### src/rtl/rwcl_pkg.sv
// shared item types and status codes of the wave chunk locator
package rwcl_pkg;

  localparam logic [1:0] STATUS_OK          = 2'd0;
  localparam logic [1:0] STATUS_MISSING_FMT = 2'd1;
  localparam logic [1:0] STATUS_UNKNOWN     = 2'd2;

  typedef struct packed {
    logic [7:0] data_byte;
    logic       first;
  } byte_item_t;

  typedef struct packed {
    logic [1:0]  status;
    logic [31:0] fmt_offset;
    logic [31:0] fmt_size;
    logic [31:0] data_offset;
    logic [31:0] data_size;
  } result_item_t;

endpackage

### src/rtl/rwcl_parser.sv
// chunk walker: parser state registers and per-byte next-state logic
module rwcl_parser (
  input  logic                  clk,
  input  logic                  rst,
  input  logic                  accept,
  input  rwcl_pkg::byte_item_t  item,
  output logic                  res_valid,
  output rwcl_pkg::result_item_t res_item
);

  typedef enum logic [1:0] {
    PH_ID   = 2'd0,
    PH_SIZE = 2'd1,
    PH_SKIP = 2'd2
  } phase_t;

  localparam logic [1:0] KIND_RIFF = 2'd0;
  localparam logic [1:0] KIND_SKIP = 2'd1;
  localparam logic [1:0] KIND_FMT  = 2'd2;
  localparam logic [1:0] KIND_DATA = 2'd3;

  localparam logic [31:0] ID_RIFF = 32'h4646_4952;
  localparam logic [31:0] ID_WAVE = 32'h4556_4157;
  localparam logic [31:0] ID_FACT = 32'h7463_6166;
  localparam logic [31:0] ID_DATA = 32'h6174_6164;
  localparam logic [31:0] ID_WAVH = 32'h6876_6177;
  localparam logic [31:0] ID_FMT  = 32'h2074_6d66;
  localparam logic [31:0] ID_GUID = 32'h6469_7567;

  phase_t      phase, phase_cur, phase_next;
  logic [31:0] byte_count, count_cur, byte_count_next;
  logic [31:0] word_shift, shift_cur, word_shift_next;
  logic [1:0]  field_bytes, fbytes_cur, field_bytes_next;
  logic [1:0]  chunk_kind, kind_cur, chunk_kind_next;
  logic [31:0] skip_left, skip_cur, skip_left_next;
  logic [31:0] fmt_start, fstart_cur, fmt_start_next;
  logic [31:0] fmt_length, flen_cur, fmt_length_next;
  logic        fmt_found, found_cur, fmt_found_next;
  logic        parse_done, done_cur, parse_done_next;

  always_comb begin
    // a first mark restarts from the reset state
    phase_cur  = item.first ? PH_ID : phase;
    count_cur  = item.first ? '0 : byte_count;
    shift_cur  = item.first ? '0 : word_shift;
    fbytes_cur = item.first ? '0 : field_bytes;
    kind_cur   = item.first ? KIND_RIFF : chunk_kind;
    skip_cur   = item.first ? '0 : skip_left;
    fstart_cur = item.first ? '0 : fmt_start;
    flen_cur   = item.first ? '0 : fmt_length;
    found_cur  = item.first ? 1'b0 : fmt_found;
    done_cur   = item.first ? 1'b0 : parse_done;

    phase_next       = phase_cur;
    byte_count_next  = count_cur;
    word_shift_next  = shift_cur;
    field_bytes_next = fbytes_cur;
    chunk_kind_next  = kind_cur;
    skip_left_next   = skip_cur;
    fmt_start_next   = fstart_cur;
    fmt_length_next  = flen_cur;
    fmt_found_next   = found_cur;
    parse_done_next  = done_cur;

    res_valid            = 1'b0;
    res_item.status      = rwcl_pkg::STATUS_OK;
    res_item.fmt_offset  = fstart_cur;
    res_item.fmt_size    = flen_cur;
    res_item.data_offset = '0;
    res_item.data_size   = '0;

    if (!done_cur) begin
      byte_count_next = (count_cur == '1) ? count_cur : count_cur + 32'd1;
      if (phase_cur == PH_SKIP) begin
        skip_left_next = skip_cur - 32'd1;
        if (skip_left_next == '0) begin
          phase_next = PH_ID;
        end
      end else begin
        word_shift_next  = {item.data_byte, shift_cur[31:8]};
        field_bytes_next = fbytes_cur + 2'd1;
        if (field_bytes_next == 2'd0) begin
          if (phase_cur == PH_ID) begin
            unique case (word_shift_next)
              ID_RIFF: begin
                chunk_kind_next = KIND_RIFF;
                phase_next      = PH_SIZE;
              end
              ID_WAVE: begin
              end
              ID_FACT, ID_WAVH, ID_GUID: begin
                chunk_kind_next = KIND_SKIP;
                phase_next      = PH_SIZE;
              end
              ID_FMT: begin
                chunk_kind_next = KIND_FMT;
                phase_next      = PH_SIZE;
              end
              ID_DATA: begin
                chunk_kind_next = KIND_DATA;
                phase_next      = PH_SIZE;
              end
              default: begin
                res_valid       = 1'b1;
                res_item.status = rwcl_pkg::STATUS_UNKNOWN;
                parse_done_next = 1'b1;
              end
            endcase
          end else if (kind_cur == KIND_DATA) begin
            res_valid            = 1'b1;
            res_item.status      = found_cur ? rwcl_pkg::STATUS_OK
                                             : rwcl_pkg::STATUS_MISSING_FMT;
            res_item.data_offset = byte_count_next;
            res_item.data_size   = word_shift_next;
            parse_done_next      = 1'b1;
          end else if (kind_cur == KIND_RIFF) begin
            phase_next = PH_ID;
          end else begin
            if (kind_cur == KIND_FMT) begin
              fmt_start_next  = byte_count_next;
              fmt_length_next = word_shift_next;
              fmt_found_next  = 1'b1;
            end
            if (word_shift_next == '0) begin
              phase_next = PH_ID;
            end else begin
              skip_left_next = word_shift_next;
              phase_next     = PH_SKIP;
            end
          end
        end
      end
    end
  end

  always_ff @(posedge clk) begin
    if (rst) begin
      phase       <= PH_ID;
      byte_count  <= '0;
      word_shift  <= '0;
      field_bytes <= '0;
      chunk_kind  <= KIND_RIFF;
      skip_left   <= '0;
      fmt_start   <= '0;
      fmt_length  <= '0;
      fmt_found   <= 1'b0;
      parse_done  <= 1'b0;
    end else if (accept) begin
      phase       <= phase_next;
      byte_count  <= byte_count_next;
      word_shift  <= word_shift_next;
      field_bytes <= field_bytes_next;
      chunk_kind  <= chunk_kind_next;
      skip_left   <= skip_left_next;
      fmt_start   <= fmt_start_next;
      fmt_length  <= fmt_length_next;
      fmt_found   <= fmt_found_next;
      parse_done  <= parse_done_next;
    end
  end

endmodule

### src/rtl/rwcl_out_buf.sv
// two-entry result register with skid slot
module rwcl_out_buf (
  input  logic                   clk,
  input  logic                   rst,
  input  logic                   push,
  input  rwcl_pkg::result_item_t push_item,
  output logic                   full,
  output logic                   valid,
  input  logic                   stall,
  output rwcl_pkg::result_item_t item
);

  logic                   skid_valid;
  rwcl_pkg::result_item_t skid_item;
  logic                   pop;

  assign pop  = valid && !stall;
  assign full = skid_valid;

  always_ff @(posedge clk) begin
    if (rst) begin
      valid      <= 1'b0;
      skid_valid <= 1'b0;
    end else if (!valid || pop) begin
      if (skid_valid) begin
        valid      <= 1'b1;
        item       <= skid_item;
        skid_valid <= 1'b0;
      end else begin
        valid <= push;
        if (push) begin
          item <= push_item;
        end
      end
    end else if (push) begin
      skid_valid <= 1'b1;
      skid_item  <= push_item;
    end
  end

endmodule

### src/rtl/riff_wave_chunk_locator.sv
// top level of the wave chunk locator: byte parser and result buffer
//
//   channel  | direction | payload           | handshake
//   ---------+-----------+-------------------+------------------------------
//   byte     | in        | byte_item_t       | byte_valid / byte_stall
//   result   | out       | result_item_t     | result_valid / result_stall
//
// one byte item can be taken every cycle while byte_stall is low; the parser
// state updates at the accepting edge, and a result, if any, is written at
// that edge into the result register, or the skid slot if it holds a stalled
// result, and in the register it shows on result_valid in the next cycle
// sync reset clears the parser to the read-chunk-id phase and empties the
// result buffer; byte_stall rises only when both result slots hold items, so
// a stalled result side takes one more result item before byte input stops;
// bytes that make no result keep flowing until then
module riff_wave_chunk_locator (
  input  logic                   clk,
  input  logic                   rst,
  input  logic                   byte_valid,
  output logic                   byte_stall,
  input  rwcl_pkg::byte_item_t   byte_item,
  output logic                   result_valid,
  input  logic                   result_stall,
  output rwcl_pkg::result_item_t result_item
);

  logic                   accept;
  logic                   res_valid;
  rwcl_pkg::result_item_t res_item;
  logic                   buf_full;

  // a byte goes in whenever the skid slot is free
  assign accept     = byte_valid && !byte_stall;
  assign byte_stall = buf_full;

  // chunk walker: ids, size fields, payload skips, offset bookkeeping
  rwcl_parser u_parser (
    .clk       (clk),
    .rst       (rst),
    .accept    (accept),
    .item      (byte_item),
    .res_valid (res_valid),
    .res_item  (res_item)
  );

  // result register plus skid slot, parts the byte side from the result side
  rwcl_out_buf u_out_buf (
    .clk       (clk),
    .rst       (rst),
    .push      (accept && res_valid),
    .push_item (res_item),
    .full      (buf_full),
    .valid     (result_valid),
    .stall     (result_stall),
    .item      (result_item)
  );

endmodule

### config.mk
export PLATFORM = sky130hd
export DESIGN_NAME = riff_wave_chunk_locator
export DESIGN_NICKNAME = d
export VERILOG_FILES = /design/src/rtl/rwcl_pkg.sv /design/src/rtl/rwcl_parser.sv /design/src/rtl/rwcl_out_buf.sv /design/src/rtl/riff_wave_chunk_locator.sv
export SDC_FILE = /design/constraint.sdc
export NUM_CORES = 1
export LEC_CHECK = 0
export BUFFER_PORTS_ARGS = -buffer_cell sky130_fd_sc_hd__clkbuf_2
export CAP_MARGIN = 30
export CORE_AREA = 2 2 166 200
export CTS_CLUSTER_SIZE = 8
export DETAILED_ROUTE_END_ITERATION = 12
export DIE_AREA = 0 0 168 202
export GPL_ROUTABILITY_DRIVEN = 1
export PLACE_DENSITY = 0.79
export SYNTH_ARGS = -nofsm -noshare
export SYNTH_HDL_FRONTEND = slang
export SYNTH_SLANG_ARGS = --single-unit
### constraint.sdc
create_clock -name clk -period 12.5 [get_ports clk]
set_input_delay 0.625 -clock clk [delete_from_list [all_inputs] [get_ports clk]]
set_output_delay 0.625 -clock clk [all_outputs]
set_load 0.01 [all_outputs]
==> key figures <==
Synthesis
  – Synth Area in Adders: less than 1%
  – Synth Area in Compound Gates: roughly an eighth
  – Yosys reg bits: between 400 and 500
  – Cell taking the most area after synthesis: edfxtp_1
  – Synth Area in Simple Gates: between 15 and 20%
  – Xor/xnor share of the synthesized area: 1.76%
  – Mean Syn Cell Area: between 10 and 15 um^2
  – Post-synth EDFFs: between 200 and 300
  – Post-Syn Instances: between 1500 and 2000
  – Synth Net Count: between 1500 and 2000
  – Synth unique cells: 93
  – Top post-synthesis cells by area: edfxtp_1, dfxtp_1, mux2_2, nand2_1, nor2_1
  – Largest family of logic cells by synthesized area: simple AND/OR/NAND/NOR gates
  – Synth Warn #: 0
  – Post-synthesis mux area share: 5.68%
  – Top cell type's share of synthesized area: between 40 and 50%
  – Sequential fraction of the synthesis area: roughly three fifths
  – Main synth FF type: edfxtp_1
  – Fraction of registers with async set/reset: 0%
  – Mapped cell area: approximately 19000 um^2

Timing
  – Max-slew violations: 0
  – Max Clock Skew: between 0.02 and 0.03 ns
  – Rel. slew slack: a little under a third
  – Fmax: 0.198 GHz
  – Final Cycle Share: around two fifths
  – Worst-Margin Slew: 1.04 ns
  – Setup_tns: 0 ns
  – RSZ-0062 raised after global routing: no
  – Final setup vio count: 0
  – Min Tclk post-route: around 5.1 ns
  – Endpoints failing hold: 0

Floorplanning
  – Row count: a little over 70
  – Full die area: between 30000 and 40000 um^2
  – Initial Util: between 50% and 60%
  – Core Area: roughly 32000 um^2
  – Die Y: slightly above 200 um
  – Top Ports: between 100 and 150
  – Die width: 168 um

Cells and area
  – Filler cells: between 2000 and 2500
  – Area Overhead vs Synth: 14.0%
  – Commonest cells after routing, fill and taps aside: edfxtp_1, dfxtp_1, nand2_1
  – Layout cells sized above 1: 19.1%
  – Fin area: approximately 22000 um^2
  – Nets@finish: roughly 1800
  – Final core occ: between 60 and 70%
  – Commonest non-fill, non-tap cell in the layout: edfxtp_1
  – Antenna cell count: 0

Place
  – HPWL after DPL: ~32000 um
  – Number of port buffers: 144
  – Placer Congestion: between 0.9 and 1
  – Placed Area: 19900 um^2

Setup path
  – Crit Path Class: flop to flop
  – R2R depth: 8
  – Reg2Reg Setup Slack: ~7.4 ns
  – Worst Setup Start Kind: flop
  – RR Startpoint: u_out_buf.full
  – Worst-path maximum fanout: approximately 70
  – Crit end category: flop
  – Critical path arrival: between 5 and 6 ns
  – Req. time, crit path: roughly 13 ns
  – Reg-to-reg endpoint: u_out_buf.item[123]

Clocking
  – Clock Latency Late Sink: between 0.5 and 0.6 ns
  – Hold buffers post-CTS: 0
  – Clock root buffer: clkbuf_16
  – CTS tree: built
  – CTS Sinks: 422
  – Max clock buf depth: 3
  – Post_cts resized: 0
  – H-Tree Depth: 2
  – CTS clk-pin slew, worst paths: 0.05 ns
  – Postcts setup bufs: 0
  – Total CTS buffers: 58

Routing
  – WL per Instance: 22.1 um
  – Met3 WL: approximately 3500 um
  – Routed WL: ~50000 um
  – ANT nets after route: 0
  – Highest routed layer: met4
  – DRT Pass-1 Iters: 6
  – DR vias/cell: about 6.3
  – Routed met2 length: approximately 24000 um
  – Drt drc: 0
  – Iter 0 DRT Violations: roughly 1600
  – Vias post-DR: 14500
  – Met1 WL: approximately 20000 um

GRT
  – Gr usage total: between 20% and 30%
  – Grt total ovfl: 0
  – First-pass GRT wire length: ~80000 um
  – Largest net degree at the start of global routing: between 80 and 90
  – Initial antenna violation count: 0
  – Vias in the first global route: roughly 14000

Power
  – Peak VDD IR: approximately 0.1 mV
  – PwrDens: about 140 nW/um^2
  – Lkg Pwr: about 7 nW

Run
  – Max_cap viols: 0

Hold path
  – Hold path start: u_parser.fmt_start[12]
  – Worst Hold End: u_parser.fmt_start[12]
  – Worst hold path type: flop to flop
  – Hold Crit Depth: 2

Outcome
  – Run status: complete, no violations
[per-stage QoR]
stage | hold slack (ns) | power, mW | std cells | setup slack, ns
after detailed placement | 0.434 | 1.58 | 2171 | 7.11
final | 0.445 | 2.99 | 2278 | 7.44
after CTS | 0.422 | 3.00 | 2278 | 7.49
after global placement | 0.425 | 1.58 | 2168 | 7.30
after global routing | 0.450 | 3.07 | 2278 | 7.12
after floorplan | 0.417 | 1.55 | 1724 | 3.02
[kinds of logic (layout without fill, tap and decap cells)]
kind of cell               Yosys count  in the layout
and+or+nand+nor                    645            645
DFF                                422            422
AOI/OAI and AO/OA                  376            376
buffers and inverters              145            292
muxes                               96             96
xor gates and xnor gates            38             38
adders and majority gates            2              2
[layer usage]
layer | vias to the layer above | track usage, %
li1 | 6595 | -
met1 | 6973 | 37.3
met2 | 704 | 48.2
met3 | 185 | 4.74
met4 | 0 | 16.0
met5 | - | 0
[worst max path at each step]
stage                   start                        to  slack, ns
2_1_floorplan    byte_item[0]         u_out_buf.item[0]       3.02
3_3_place_gp       byte_valid  u_out_buf.skid_item[121]       7.30
3_5_place_dp       byte_valid        u_out_buf.item[59]       7.11
4_1_cts        u_out_buf.full       u_out_buf.item[116]       7.49
5_1_grt        u_out_buf.full       u_out_buf.item[123]       7.12
6_report       u_out_buf.full       u_out_buf.item[123]       7.44
[cell type report]
class                      instances  area (um^2)  share of cell area, %
clock buffer                     105         1630                   7.55
clock inverter                     2         38.8                  0.180
inverter                          14         52.6                  0.244
multi-input combinational       1157         7310                   33.9
sequential                       422        11100                   51.3
tap                              407          509                   2.36
timing repair buffer             171          970                   4.50
[registers in the layout, summed over array words and instances (netlist names)]
name,flops
u_parser.fmt_start,32
u_parser.word_shift,24
u_parser.skip_left,32
u_parser.fmt_length,32
u_parser.phase,2
u_parser.byte_count,32
u_out_buf.full,1
u_parser.chunk_kind,2
u_out_buf.item,130
u_out_buf.skid_item,130
u_parser.parse_done,1
u_out_buf.valid,1
u_parser.field_bytes,2
u_parser.fmt_found,1
[worst max-delay path: stages, from the launching register on]
cell and delay (ns):
dfxtp_4 0.34, nor2b_1 0.48, nand2_2 0.71, nor2_1 0.90
nand3_1 0.17, o22a_1 0.33, a21boi_4 0.15, buf_4 0.62
buf_4 0.80
[Yosys cell counts, types with 9 or more instances]
cell type	instances
buf_2	13
a21oi_1	89
xor2_1	12
o21ai_0	90
nor2_1	141
or3_1	18
nand2_1	161
nand4_1	23
and2_1	33
xnor2_1	26
edfxtp_1	260
inv_1	14
or4_1	9
a211oi_1	10
nor2b_1	79
nor3_1	30
and3_1	17
nand3_1	38
nor4_1	24
o31ai_1	36
a31oi_1	25
clkbuf_1	109
mux2_2	90
nand2b_1	11
a32oi_1	9
dfxtp_1	162
a22oi_1	31
[power breakdown]
part | switching, mW | total, mW | internal, mW
combinational | 0.0592 | 0.0781 | 0.0189
sequential | 0.00984 | 1.48 | 1.47
clock | 0.569 | 1.44 | 0.867
(Power assumes the default switching activity.)
